--- config.mk ---
export PLATFORM = sky130hd
export DESIGN_NAME = hbse_div
export DESIGN_NICKNAME = d
export VERILOG_FILES = /design/src/rtl/hbse_pkg.sv /design/src/rtl/hbse_div.sv
export SDC_FILE = /design/constraint.sdc
export NUM_CORES = 2
export LEC_CHECK = 0
export BUFFER_PORTS_ARGS = -buffer_cell sky130_fd_sc_hd__buf_2
export CORE_ASPECT_RATIO = 1.5
export CORE_UTILIZATION = 59
export DETAILED_ROUTE_END_ITERATION = 7
export MAX_ROUTING_LAYER = met4
export PLACE_DENSITY = 0.78
export SLEW_MARGIN = 10
export SYNTH_ARGS = -nofsm -noshare
export SYNTH_HDL_FRONTEND = slang
export SYNTH_SLANG_ARGS = --single-unit
--- constraint.sdc ---
create_clock -name i_clk -period 6.24 [get_ports i_clk]
set_input_delay 1.56 -clock i_clk [delete_from_list [all_inputs] [get_ports i_clk]]
set_output_delay 1.56 -clock i_clk [all_outputs]
set_load 0.05 [all_outputs]
--- src/rtl/hbse_pkg.sv ---
// ============================================================================
// hbse_pkg
// Shared types and constants of the switched hydrogen-bond energy pipeline.
// ============================================================================
package hbse_pkg;

    // configuration port
    localparam int CFG_W     = 16;
    localparam int CFG_IDX_W = 2;

    typedef enum logic [CFG_IDX_W-1:0] {
        CFG_RADIUS_ON  = 2'd0,
        CFG_RADIUS_OFF = 2'd1,
        CFG_ANGLE_ON   = 2'd2,
        CFG_ANGLE_OFF  = 2'd3
    } t_cfg_idx;

    // register reset values
    localparam logic [15:0] RST_RADIUS_ON  = 16'd18432;
    localparam logic [15:0] RST_RADIUS_OFF = 16'd22528;
    localparam logic [14:0] RST_ANGLE_ON   = 15'd8192;
    localparam logic [14:0] RST_ANGLE_OFF  = 15'd12288;

    // fixed-point constants
    localparam logic [16:0] ONE16   = 17'h1_0000;
    localparam logic [11:0] COEF_R6 = 12'd3855;
    localparam logic [9:0]  COEF_R4 = 10'd738;
    localparam logic [60:0] BCAP    = 61'h1000_0000_0000_0000;
    localparam logic [32:0] MCAP    = 33'h1_0000_0000;
    localparam logic [31:0] E_MAX   = 32'h7FFF_FFFF;
    localparam logic [31:0] E_MIN   = 32'h8000_0000;

    // one input item
    typedef struct packed {
        logic        [15:0] distance;
        logic signed [15:0] cosine;
    } t_in;

    // one result item
    typedef struct packed {
        logic signed [31:0] energy;
        logic               saturated;
    } t_out;

    // per-item control flags carried down the pipeline
    typedef struct packed {
        logic dz;       // distance is zero
        logic ds;       // distance so short that the radial term is capped
        logic band_r;   // inside radial switching band
        logic below_r;  // below radial switching band
        logic band_a;   // inside angular band, angle switch negative
        logic above_a;  // above angular band
        logic kneg;     // radial bracket negative
        logic fnz;      // angular and switching factor nonzero
    } t_flags;

endpackage

--- src/rtl/hbse_div.sv ---
// ============================================================================
// hbse_div
// Pipelined restoring divider: floor(2^QW * num / den) for num < den,
// SPS quotient bits per stage, plus a flag for num >= den.
// ============================================================================
module hbse_div
    import hbse_pkg::*;
#(
    parameter int DW  = 32,
    parameter int QW  = 16,
    parameter int SPS = 2
) (
    input  logic          i_clk,
    input  logic          i_en,
    input  logic [DW-1:0] i_num,
    input  logic [DW-1:0] i_den,
    output logic [QW-1:0] o_quo,
    output logic          o_ge
);

    localparam int NST = QW / SPS;

    logic [DW-1:0] in_rem [NST];
    logic [DW-1:0] in_den [NST];
    logic [QW-1:0] in_quo [NST];
    logic          in_ge  [NST];
    logic [DW-1:0] n_rem  [NST];
    logic [QW-1:0] n_quo  [NST];
    logic [DW-1:0] r_rem  [NST];
    logic [DW-1:0] r_den  [NST];
    logic [QW-1:0] r_quo  [NST];
    logic          r_ge   [NST];

    for (genvar g = 0; g < NST; g++) begin : g_stage
        // stage inputs
        if (g == 0) begin : g_first
            assign in_rem[g] = i_num;
            assign in_den[g] = i_den;
            assign in_quo[g] = '0;
            assign in_ge[g]  = (i_num >= i_den);
        end else begin : g_next
            assign in_rem[g] = r_rem[g-1];
            assign in_den[g] = r_den[g-1];
            assign in_quo[g] = r_quo[g-1];
            assign in_ge[g]  = r_ge[g-1];
        end

        // SPS shift-subtract steps
        always_comb begin : c_step
            logic [DW-1:0] rem;
            logic [DW:0]   dbl;
            logic [QW-1:0] quo;
            rem = in_rem[g];
            quo = in_quo[g];
            for (int s = 0; s < SPS; s++) begin
                dbl = {rem, 1'b0};
                if (dbl >= {1'b0, in_den[g]}) begin
                    dbl = dbl - {1'b0, in_den[g]};
                    quo = {quo[QW-2:0], 1'b1};
                end else begin
                    quo = {quo[QW-2:0], 1'b0};
                end
                rem = dbl[DW-1:0];
            end
            n_rem[g] = rem;
            n_quo[g] = quo;
        end

        // stage register
        always_ff @(posedge i_clk) begin
            if (i_en) begin
                r_rem[g] <= n_rem[g];
                r_den[g] <= in_den[g];
                r_quo[g] <= n_quo[g];
                r_ge[g]  <= in_ge[g];
            end
        end
    end

    assign o_quo = r_quo[NST-1];
    assign o_ge  = r_ge[NST-1];

endmodule

==> flow_metrics.py, run 1 <==
metrics = {
    "run_status": {
        "run_status": "aborted with a tool error",
        "stop_stage": "global routing",
        "flow.first_error": "[ERROR GRT-0232] Routing congestion too high. Check the congestion heatmap in the GUI.",
    },
    "clocking": {
        "clock-root-buffer": "clkbuf_16",
        "clock_path_buffers": 3,
        "clock_sink_count": 528,
        "hold_fix_buffers_at_cts": 0,
        "ctsHtreeMaxLevel": 2,
        "cts-buffers-inserted": 55,
    },
    "synthesis": {
        "yosys_warnings": 0,
        "synth_top_area_share": 0.329,
        "async_reset_ff_frac": 0,
        "synth-seq-area-share": 0.329,
        "syn_avg_cell_area_um2": 9.55,
        "yosysUniqueCellTypes": 103,
        "synthFlopType": "edfxtp_1",
        "synth_edf_count": 528,
        "ys_ff_latch": 528,
        "synth.cell_area_mm2": 0.0481,
        "synth_fp_nets": 5650,
        "postSynthCellCount": 5040,
        "netlist.top_cell.by_area": "edfxtp_1",
        "synth.area.top_cells": "edfxtp_1 33%, ha_1 14%, mux2_2 7.4%",
    },
    "placed_design": {
        "detailedPlacementHpwl_um": 138000,
        "place_ws_ns": -1.17,
        "placedInstanceArea_mm2": 0.0612,
        "placement.io_buffers": 82,
        "gp_congestion": 1.04,
    },
    "sta": {
        "postGrtWorstEndpoint": "r_rem[2][23]$_DFFE_PP_/D",
        "worst-ep-kind": "register input",
    },
    "grt": {
        "pin_count_of_the_biggest_net_entering_global_routing": 131,
        "grt.overflow.total": 114,
        "grtUsageTotal": 0.586,
    },
    "die": {
        "initial_cell_density_of_the_core": 0.598,
        "dieWidth_um": 235,
        "chipHeight_um": 352,
        "top_level_ports": 83,
        "fp-row-count": 127,
    },
}
## cell families after synthesis
logic type | Yosys count | synth area share
flops | 528 | 0.329
simple gates | 1147 | 0.117
compound gates | 1559 | 0.211
buf+inv | 504 | 0.0420
fa+ha+maj | 544 | 0.143
xor+xnor | 386 | 0.0703
mux | 372 | 0.0870
## cells in the mapped netlist (40+ instances only)
cell,n
ha_1,536
edfxtp_1,528
a21oi_1,417
inv_1,401
o21ai_0,323
mux2_2,318
nor2_1,308
nand2_1,276
xnor2_1,270
a21o_1,241
xor2_1,116
nand3_1,105
nor3_1,79
o21a_1,78
nand4_1,68
o21bai_1,58
a31oi_1,57
nand2b_1,57
clkbuf_1,51
a211oi_1,49
nor2b_1,49
and2_1,40
and3_1,40
## repair_timing
| action | in CTS |
|---|---|
| cloned | 10 |
| setup endpoints to repair | 231 |
| buffers inserted | 57 |
| gates resized for setup | 197 |
| hold endpoints to repair | 0 |
| pin swaps | 69 |
## through the flow
stage | cells | setup TNS (ns)
after floorplan | 5040 | -0.197
after global placement | 7554 | -75.94
after detailed placement | 7554 | -100.49
after CTS | 7723 | -0.0309
## routing by layer
| layer | global-route usage | overflow |
|---|---|---|
| met2 | 0.901 | 56 |
| met1 | 0.473 | 0 |
| met4 | 0.728 | 55 |
| met3 | 0.271 | 3 |
| met5 | - | - |
==> run 2, diff against run 1 <==
--- a/config.mk
+++ b/config.mk
@@ -6,11 +6,9 @@
 export NUM_CORES = 2
 export LEC_CHECK = 0
 export BUFFER_PORTS_ARGS = -buffer_cell sky130_fd_sc_hd__buf_2
-export CORE_ASPECT_RATIO = 1.5
-export CORE_UTILIZATION = 59
+export CORE_UTILIZATION = 40
 export DETAILED_ROUTE_END_ITERATION = 7
-export MAX_ROUTING_LAYER = met4
-export PLACE_DENSITY = 0.78
+export PLACE_DENSITY_LB_ADDON = 0.15
 export SLEW_MARGIN = 10
 export SYNTH_ARGS = -nofsm -noshare
 export SYNTH_HDL_FRONTEND = slang
==> constraint.sdc (replaced) <==
create_clock -name i_clk -period 8.1 [get_ports i_clk]
set_input_delay 2.025 -clock i_clk [delete_from_list [all_inputs] [get_ports i_clk]]
set_output_delay 2.025 -clock i_clk [all_outputs]
set_load 0.05 [all_outputs]
==> run 2 against run 1 <==
  * The run now ends clean
  * Area after synthesis unchanged
  * Synthesized cell count did not move
==> flow_metrics.py, run 2 <==
metrics = {
    "sta": {
        "tns_ns": 0,
        "maxSlewViolCount": 0,
        "min_period_ns": 7.58,
        "final_min_period_over_clock_period": 0.936,
        "slew_headroom": 0.302,
        "final_hold_viol_count": 0,
        "worst_slack_ns": 0.515,
        "fin_skew_ns": 0.0286,
        "fmax_mhz": 132,
        "rsz_0062_raised_after_global_routing": "no",
        "setup_viol_count_final": 0,
        "worst_margin_pin_slew_ns": 1.04,
    },
    "placed_design": {
        "gp_congestion": 0.919,
        "place_ws_ns": 0.0456,
        "detailedPlacementHpwl_um": 113000,
        "placement.io_buffers": 82,
    },
    "synthesis": {
        "yosysUniqueCellTypes": 103,
        "synth_top_area_share": 0.329,
        "synth.most_common_cell": "ha_1",
        "synth-seq-area-share": 0.329,
        "ys_ff_latch": 528,
        "postSynthCellCount": 5040,
        "yosys_warnings": 0,
        "synth.area.top_cells": "edfxtp_1 33%, ha_1 14%, mux2_2 7.4%",
        "post_synth_top_cells": "536 x ha_1, 528 x edfxtp_1, 417 x a21oi_1",
        "synthFlopType": "edfxtp_1",
        "synth.cell_area_mm2": 0.0481,
        "async_reset_ff_frac": 0,
        "synth_fp_nets": 5650,
        "synth_edf_count": 528,
        "syn_avg_cell_area_um2": 9.55,
        "netlist.top_cell.by_area": "edfxtp_1",
    },
    "setup_path": {
        "end_kind": "flip-flop",
        "critical_path_cell_count": 28,
        "worst_setup_sp_type": "input pin",
        "timing.critical_path.arrival_ns": 7.97,
        "cp_data_required_time_ns": 8.48,
        "timing_worst_setup_path_type": "in -> reg",
        "worst_path_max_delay_cell": "a2111oi_0",
        "worst_r2r_path_depth": 22,
        "number_of_buffers_and_inverters_on_the_critical_path": 8,
        "worst_path_largest_cell_delay_ns": 0.41,
        "critical_path.most_common_cell": "buf_4",
        "critical_path.top_delay_family": "compound AO/OA/AOI/OAI gates",
        "r2r_setup_slk_ns": 0.70,
        "max_fanout_on_critical_path": 16,
    },
    "detailed_routing": {
        "drt_first_pass_iters": 6,
        "drt_first_iter_violations": 2092,
        "dr_total_vias": 38498,
        "postRouteWirelength_um": 139000,
        "postRouteAntennaNets": 0,
        "drt-wirelength-per-cell_um": 20.3,
        "detail_route.vias_per_cell": 5.61,
        "drcViolationCount": 0,
    },
    "clocking": {
        "ctsHtreeMaxLevel": 3,
        "clkLatencyLatePin_ns": 0.64,
        "tritoncts": "done",
        "clock_path_buffers": 3,
        "clkSlewWorstSetupHoldPaths_ns": 0.05,
        "post-cts-setup-buffer-count": 0,
        "clock-root-buffer": "clkbuf_16",
        "clock_sink_count": 528,
        "hold_fix_buffers_at_cts": 0,
        "cts_resized": 0,
        "cts-buffers-inserted": 68,
    },
    "grt": {
        "first_global_vias": 38374,
        "global_route_wire_length_before_repair_um": 215000,
        "pin_count_of_the_biggest_net_entering_global_routing": 166,
        "antenna_found_initial": 0,
        "grtUsageTotal": 0.224,
        "grt.overflow.total": 0,
    },
    "die": {
        "initial_cell_density_of_the_core": 0.405,
        "fp.dieArea_mm2": 0.122,
        "coreArea_mm2": 0.119,
        "dieWidth_um": 349,
        "chipHeight_um": 349,
        "fp-row-count": 126,
        "top_level_ports": 83,
    },
    "run_status": {
        "run_status": "finished clean",
    },
    "cells_and_area": {
        "layout_top_registers": "r_den: 224 flops, r_rem: 224 flops, r_quo: 72 flops",
        "mostFrequentLayoutCells": "536 x ha_1, 528 x edfxtp_1, 417 x a21oi_1",
        "mostFrequentLayoutCell": "ha_1",
        "n_fill_cell": 11437,
        "drive_above_1_share": 0.131,
        "flow.area_growth_from_synthesis_pct": 10.4,
        "final-seq-area_mm2": 0.0159,
        "multi_input_area_mm2": 0.0303,
        "final_core_util": 0.448,
        "layout_nets": 5812,
    },
    "worst_hold_path": {
        "hold_depth": 0,
        "worst_min_delay_path_category": "reg -> reg",
    },
    "job": {
        "timing.max_cap.violations": 0,
    },
}
==> run 2: cell counts after synthesis <==
No cell type changed its count.
==> run 2: path summary, 6_finish.rpt <==
kind,start,to
worst min register to register,r_quo[1][16],r_quo[1][34]
worst min-delay path,r_quo[1][16],r_quo[1][34]
worst max register to register,r_den[1][17],r_rem[2][28]
worst max-delay path,i_den[1],r_rem[0][20]
==> run 2: layer usage <==
metal	vias up	GRT usage	part of all wire
li1	19268	-	-
met1	18283	0.260	0.42
met2	727	0.417	0.51
met3	220	0.0252	0.032
met4	0	0.0873	0.041
met5	-	0	0
==> run 2: area by class of cell <==
class,instances,share of cell area
clock buffers,81,0.0329
repair buffers,188,0.0245
flip-flops and latches,528,0.298
inverters,408,0.0289
clock inverters,44,0.00763
well taps,1600,0.0377
multi-input cells,4008,0.570
diodes,1,0.0000471
==> run 2: logic make-up (layout without fill, tap and decap cells) <==
kind of cell,Yosys count,after routing,synth area share
flops,528,528,0.329
other cells,0,1,0
compound gates,1559,1559,0.211
xor+xnor,386,386,0.0703
mux,372,372,0.0870
fa+ha+maj,544,544,0.143
simple gates,1147,1147,0.117
buf+inv,504,721,0.0420
==> run 2: per-stage QoR <==
stage	hold WS, ns	cells	instance area, um^2
after floorplan	0.400	5040	48100
after global placement	0.401	6732	51000
after detailed placement	0.405	6732	51000
after CTS	0.416	6857	53100
after global routing	0.420	6857	53100
final	0.413	6858	53100
Power of run 2 is not shown: default switching activity piles up to over one toggle a cycle in this logic, so the estimate is an artifact.
