[src/rtl/hbse_pkg.sv]
// ============================================================================
// hbse_pkg
// Shared types and constants of the switched hydrogen-bond energy pipeline.
// ============================================================================
package hbse_pkg;

    // configuration port
    localparam int CFG_W     = 16;
    localparam int CFG_IDX_W = 2;

    typedef enum logic [CFG_IDX_W-1:0] {
        CFG_RADIUS_ON  = 2'd0,
        CFG_RADIUS_OFF = 2'd1,
        CFG_ANGLE_ON   = 2'd2,
        CFG_ANGLE_OFF  = 2'd3
    } t_cfg_idx;

    // register reset values
    localparam logic [15:0] RST_RADIUS_ON  = 16'd18432;
    localparam logic [15:0] RST_RADIUS_OFF = 16'd22528;
    localparam logic [14:0] RST_ANGLE_ON   = 15'd8192;
    localparam logic [14:0] RST_ANGLE_OFF  = 15'd12288;

    // fixed-point constants
    localparam logic [16:0] ONE16   = 17'h1_0000;
    localparam logic [11:0] COEF_R6 = 12'd3855;
    localparam logic [9:0]  COEF_R4 = 10'd738;
    localparam logic [60:0] BCAP    = 61'h1000_0000_0000_0000;
    localparam logic [32:0] MCAP    = 33'h1_0000_0000;
    localparam logic [31:0] E_MAX   = 32'h7FFF_FFFF;
    localparam logic [31:0] E_MIN   = 32'h8000_0000;

    // one input item
    typedef struct packed {
        logic        [15:0] distance;
        logic signed [15:0] cosine;
    } t_in;

    // one result item
    typedef struct packed {
        logic signed [31:0] energy;
        logic               saturated;
    } t_out;

    // per-item control flags carried down the pipeline
    typedef struct packed {
        logic dz;       // distance is zero
        logic ds;       // distance so short that the radial term is capped
        logic band_r;   // inside radial switching band
        logic below_r;  // below radial switching band
        logic band_a;   // inside angular band, angle switch negative
        logic above_a;  // above angular band
        logic kneg;     // radial bracket negative
        logic fnz;      // angular and switching factor nonzero
    } t_flags;

endpackage

[src/rtl/hbse_smooth.sv]
// ============================================================================
// hbse_smooth
// Two-stage smoothstep s(t) = t^2 (3 - 2t) in Q1.16.
// ============================================================================
module hbse_smooth
    import hbse_pkg::*;
(
    input  logic        i_clk,
    input  logic        i_en,
    input  logic [16:0] i_t,
    output logic [16:0] o_s
);

    localparam logic [17:0] THREE_ONE = 18'(3 * ONE16);

    logic [33:0] n_tt;
    logic [34:0] n_pp;
    logic [16:0] r_t2;
    logic [17:0] r_m;
    logic [16:0] r_s;

    assign n_tt = 34'(i_t) * 34'(i_t);
    assign n_pp = 35'(r_t2) * 35'(r_m);

    always_ff @(posedge i_clk) begin
        if (i_en) begin
            // t^2 and (3 - 2t)
            r_t2 <= n_tt[32:16];
            r_m  <= THREE_ONE - {i_t, 1'b0};
            // product
            r_s  <= n_pp[32:16];
        end
    end

    assign o_s = r_s;

endmodule

[config.mk]
export PLATFORM = sky130hd
export DESIGN_NAME = hbse_smooth
export DESIGN_NICKNAME = d
export VERILOG_FILES = /design/src/rtl/hbse_pkg.sv /design/src/rtl/hbse_smooth.sv
export SDC_FILE = /design/constraint.sdc
export NUM_CORES = 1
export LEC_CHECK = 0
export ABC_AREA = 1
export BUFFER_PORTS_ARGS = -buffer_cell sky130_fd_sc_hd__clkbuf_2
export CAP_MARGIN = 20
export CORE_MARGIN = 2
export CORE_UTILIZATION = 45
export DETAILED_ROUTE_END_ITERATION = 8
export HOLD_SLACK_MARGIN = 0.03
export SYNTH_ARGS = -nofsm -noshare
export SYNTH_HDL_FRONTEND = slang
export SYNTH_SLANG_ARGS = --single-unit
export TNS_END_PERCENT = 20
[constraint.sdc]
create_clock -name i_clk -period 7 [get_ports i_clk]
set_input_delay 0.35 -clock i_clk [delete_from_list [all_inputs] [get_ports i_clk]]
set_output_delay 0.35 -clock i_clk [all_outputs]
set_load 0.01 [all_outputs]
==> flow_summary_export.csv, run 1 <==
group,metric,value,unit
run_status,status,"completed",
setup_path,critPathLaunchType,"register",
sta,fin_crit_sh,86.5,%
yosys,yosys-top-cells-area,"fa_1 (40%), inv_1 (16%), nand2_1 (13%)",
clocking,clock_path_buffers,2,
setup_path,cp_slowest_cell,"edfxtp_1",
yosys,async_flop_share,0,%
clocking,clk_pin_slew_worst_paths,0.08,ns
place,hpwl,41000,µm
yosys,synth_most_common_cell,"inv_1",
yosys,ys.flop_type,"edfxtp_1",
clocking,cts_made_buffers,5,
layout,drive_gt1_share,2.39,%
yosys,synth-edff-count,51,
setup_path,crit_buf_inv,5,
setup_path,worst_ep_arrival_time,6.12,ns
routing,post_drt_via_cell_ratio,4.83,
die,die_height,217,µm
yosys,synthTopCellsByCount,"inv_1 (847), nand2_1 (696), fa_1 (411), ha_1 (202), nor2_1 (88)",
global_routing,grt_pass1_vias,16600,
routing,wl,48200,µm
yosys,ys_types,38,
sta,setup_violations,0,
global_routing,overflow,0,
yosys,ys_ff_latch,51,
yosys,avgSynthCellArea,7.69,µm²
sta,worst_clock_skew,0.0136,ns
sta,finalHoldViolations,0,
routing,ant_nets,0,
setup_path,crit_type,"reg -> reg",
routing,drc,0,
setup_path,worst-path-max-fanout,17,
sta,fin_tns_setup,0,ns
clocking,cts_tree,"built",
routing,drtIter0Drc,998,
clocking,cts.sinks,51,
place,gp_congestion,0.892,
layout,final_nets,3222,
layout,fillerInstances,4463,
yosys,syn_inst,2648,
clocking,insertion_delay,0.31,ns
die,ioPinCount,36,
global_routing,antenna_found_initial,0,
setup_path,cpPeakStageDelay,0.90,ns
die,rows,77,
clocking,postCtsHoldBufs,0,
setup_path,crit_chain,"nand2_1 > fa_1 > inv_1 > fa_1 > inv_1 > fa_1 > inv_1 > fa_1 > fa_1 > inv_1 > fa_1 > inv_1 > ha_1 > nand2_1 > nand2_1 > a21oi_1 > o21ai_0 > a21oi_1 > nand2_1 > nand2_1 > nand2_1",
global_routing,grtUsageTotal,21.9,%
sta,rsz0062_at_grt,"false",
sta,report.final.slew_viol_count,0,
die,initial_core_util,45.8,%
sta,period_minus_slack,6.06,ns
clocking,cts_setup_buffers,0,
layout,antenna_cells,0,
layout,areaGrowthSynthToFinish,3.36,%
yosys,synth_nets,3280,
die,fp.dieArea,47000,µm²
routing,drt_first_pass_iters,5,
setup_path,critPathCaptureType,"register",
place,dp_cells,3175,
yosys,synth_top_area_share,40.4,%
routing,wire_per_inst,15.1,µm
clocking,clock-root-buffer,"clkbuf_16",
routing,vias,15400,
global_routing,grt_max_degree,52,
setup_path,cp.required,7.07,ns
global_routing,grt_pass1_wl,82600,µm
die,coreArea,44400,µm²
yosys,seq_area_frac_synth,7.52,%
clocking,cts_resized,0,
sta,max_freq,0.165,GHz
setup_path,critPathTopFamily,"adder cells",
sta,timing.slew.headroom,42.5,%
yosys,synth_top_cell_by_area,"fa_1",
yosys,synth_warnings,0,
place,port_buffers,35,
flow_run,drv_cap,0,
clocking,h-tree-depth,2,
die,die_w,217,µm
layout,fin_util,47.4,%
sta,worst-slew-pin-transition,0.863,ns
yosys,synth_area,20400,µm²
hold_path,hold_path.class,"in -> reg",
layout,layout.cells.non_filler,3183,
## final cells by class
cell class                 count  area, µm²  share of cell area (%)
multi-input combinational   1643      15200                    72.3
inverter                     851       3200                    15.2
sequential                    51       1530                    7.28
tap                          592        741                    3.52
timing repair buffer          38        198                   0.939
clock buffer                   5        125                   0.595
clock inverter                 3       43.8                   0.208
## cell usage in the layout, fill, tap and decap left out, types with 2 or more instances in the layout
cell type  count
nand2_1      696
clkinv_2       2
a21oi_1       62
o21ai_0       34
nand3_1       47
fa_1         411
and2_1         4
o21bai_1       8
nor2_4         4
xor2_1        29
inv_2          3
clkbuf_2      35
ha_1         202
nor4_1         2
nor3_1        14
nor2_1        88
nand3_2        2
inv_1        847
clkbuf_16      5
xnor2_1       13
nand4_1       11
a31oi_1        2
o21a_1         3
edfxtp_1      51
buf_4          3
## worst paths after layout
path	from	endpoint	slack [ns]	cells past startpoint
worst min register to register	r_t2[16]$_DFFE_PP_	o_s[16]$_DFFE_PP_	1.65	8
worst max-delay path	r_m[8]$_DFFE_PP_	o_s[16]$_DFFE_PP_	0.94	21
worst min-delay path	i_t[0]	r_m[1]$_DFFE_PP_	0.63	1
worst max register to register	r_m[8]$_DFFE_PP_	o_s[16]$_DFFE_PP_	0.94	21
## registers in the layout (all words and copies together), names as in the netlist
signal / flops
r_t2: 17
r_m: 17
o_s: 17
## logic make-up (layout without fill, tap and decap cells)
kind of cell | count (synthesis) | count (layout) | share of synthesized area, %
AO/OA/AOI/OAI | 113 | 113 | 2.98
adder cells (fa/ha/maj) | 613 | 613 | 52.8
flip-flops | 51 | 51 | 7.52
buffers and inverters | 954 | 897 | 17.8
XOR/XNOR | 42 | 42 | 1.81
AND/OR/NAND/NOR | 875 | 875 | 17.1
## through the flow
step | cell area, µm² | hold WS [ns] | worst slack, ns
finish | 21000 | 0.625 | 0.943
detailed placement | 20900 | 0.768 | 0.993
global route | 21000 | 0.654 | 0.581
floorplan | 20400 | 0.449 | 1.58
CTS | 21000 | 0.630 | 0.988
global placement | 20900 | 0.770 | 1.03
## per-layer routing
metal / vias to the layer above / GRT usage, % / share of wire [%]
li1: 7368 / - / -
met1: 7613 / 29.7 / 46
met2: 349 / 38.3 / 48
met3: 57 / 2.41 / 4.7
met4: 0 / 3.86 / 1.5
met5: - / 0 / 0
Power of run 1 is not shown: default switching activity piles up to over one toggle a cycle in this logic, so the estimate is an artifact.
==> run 2: changes to the inputs <==
CELL_PAD_IN_SITES_DETAIL_PLACEMENT = 2   (was not set)
CELL_PAD_IN_SITES_GLOBAL_PLACEMENT = 2   (was not set)
CORE_UTILIZATION = 40   (was 45)
PLACE_DENSITY_LB_ADDON = 0.1   (was not set)
==> flow_summary_export.csv, run 2 (same netlist as run 1, synthesis figures left out) <==
group,metric,value,unit
run_status,status,"completed",
routing,drtIter0Drc,400,
setup_path,cpPeakStageDelay,0.91,ns
clocking,postCtsHoldBufs,0,
layout,antenna_cells,0,
sta,worst-slew-pin-transition,0.857,ns
clocking,h-tree-depth,2,
sta,rsz0062_at_grt,"false",
setup_path,cp.required,7.10,ns
place,gp_congestion,0.955,
die,rows,82,
clocking,cts_resized,0,
setup_path,critPathLaunchType,"register",
die,fp.dieArea,52700,µm²
clocking,clk_pin_slew_worst_paths,0.09,ns
layout,final_cell_mix,"inv_1 (847), nand2_1 (696), fa_1 (411), ha_1 (202), nor2_1 (88)",
setup_path,crit_chain,"nand2_1 > inv_1 > fa_1 > inv_1 > fa_1 > fa_1 > inv_1 > fa_1 > fa_1 > inv_1 > fa_1 > inv_1 > ha_1 > nand2_1 > o21ai_0 > nor2_1 > nand2_1 > nand3_1 > nand3_1 > nand2_1",
sta,max_freq,0.151,GHz
layout,multiInputGateArea,15200,µm²
routing,wire_per_inst,19.3,µm
die,die_w,230,µm
hold_path,hold_end,"r_m[1]$_DFFE_PP_",
die,coreArea,50200,µm²
routing,ant_nets,0,
place,port_buffers,35,
layout,fillerInstances,5806,
routing,drt_first_pass_iters,4,
die,die_height,230,µm
hold_path,hold_path.class,"in -> reg",
layout,layout_commonest_cell,"inv_1",
global_routing,antenna_found_initial,0,
global_routing,overflow,0,
clocking,clock-root-buffer,"clkbuf_16",
place,hpwl,55500,µm
global_routing,grt_pass1_vias,19500,
routing,vias,16000,
setup_path,rrSetupSlack,0.37,ns
sta,fin_tns_setup,0,ns
setup_path,critPathCaptureType,"register",
hold_path,hold_depth,1,
hold_path,min_from,"i_t[0]",
sta,setup_violations,0,
clocking,cts_tree,"built",
die,initial_core_util,40.6,%
flow_run,drv_cap,0,
setup_path,worst-path-max-fanout,17,
sta,fin_crit_sh,94.7,%
routing,wl,63200,µm
layout,final_nets,3232,
die,ioPinCount,36,
sta,worst_clock_skew,0.0130,ns
layout,drive_gt1_share,2.77,%
sta,report.final.slew_viol_count,0,
setup_path,r2r_start,"r_m[8]$_DFFE_PP_",
setup_path,cp_slowest_cell,"edfxtp_1",
global_routing,grt_pass1_wl,103000,µm
setup_path,worst_ep_arrival_time,6.73,ns
routing,post_drt_via_cell_ratio,4.89,
layout,seq_area,1530,µm²
clocking,insertion_delay,0.34,ns
sta,finalHoldViolations,0,
routing,drc,0,
setup_path,r2r_end,"o_s[8]$_DFFE_PP_",
clocking,cts_setup_buffers,0,
clocking,clock_path_buffers,2,
clocking,cts_made_buffers,5,
sta,timing.slew.headroom,42.8,%
layout,areaGrowthSynthToFinish,4.14,%
setup_path,reg2reg_depth,20,
clocking,cts.sinks,51,
sta,period_minus_slack,6.63,ns
setup_path,crit_type,"reg -> reg",
global_routing,grtUsageTotal,25.1,%
setup_path,path_common_cell,"fa_1",
global_routing,grt_max_degree,52,
## run 2: changes by cell type in the layout (fill, tap and decap cells not counted), sizes merged
cell,before,now
buf,3,13
bufinv,1,0
clkinv,3,2
clkinvlp,0,1
inv,850,851
## run 2: layer usage
metal	track usage [%]	vias to the layer above	share of wire, %	wire length, µm
met1	26.9	8408	38	24300
met5	0	-	0	0
met2	52.3	165	57	36200
li1	-	7373	-	-
met3	1.41	73	1.6	1020
met4	6.45	0	2.5	1600
## run 2: worst max-delay path by stage
stage          cells after the start         startpoint            endpoint  slack (ns)
6_report                          20   r_m[8]$_DFFE_PP_    o_s[8]$_DFFE_PP_        0.37
3_3_place_gp                      18  r_t2[2]$_DFFE_PP_   o_s[16]$_DFFE_PP_        0.80
3_5_place_dp                      20   r_m[8]$_DFFE_PP_   o_s[16]$_DFFE_PP_        0.61
2_1_floorplan                     21            i_t[14]  r_t2[14]$_DFFE_PP_        1.58
4_1_cts                           20   r_m[8]$_DFFE_PP_   o_s[16]$_DFFE_PP_        0.45
5_1_grt                           20   r_m[8]$_DFFE_PP_   o_s[16]$_DFFE_PP_        0.16
## run 2: worst max-delay path, delay by kind of cell (launching register included)
family	cells	cell delay, ns
adders and majority gates	7	3.35
and+or+nand+nor	7	1.03
DFF	1	0.91
AOI/OAI and AO/OA	1	0.67
buffers and inverters	5	0.43
## run 2: stage by stage
stage | setup slack [ns] | util (%) | area (µm²) | std cells | hold WS (ns)
after CTS | 0.448 | 42.3 | 21200 | 3273 | 0.638
after detailed placement | 0.607 | 42.0 | 21000 | 3265 | 0.773
after global routing | 0.161 | 42.3 | 21200 | 3273 | 0.651
after floorplan | 1.58 | - | 20400 | 2648 | 0.449
final | 0.370 | 42.3 | 21200 | 3273 | 0.623
after global placement | 0.802 | 42.0 | 21000 | 3265 | 0.773
## run 2: cell type report
class / count / area share (%)
multi-input combinational: 1643 / 71.7
inverter: 851 / 15.1
sequential: 51 / 7.22
tap: 672 / 3.97
timing repair buffer: 48 / 1.29
clock buffer: 5 / 0.590
clock inverter: 3 / 0.130
Power of run 2 is left out for the same reason.
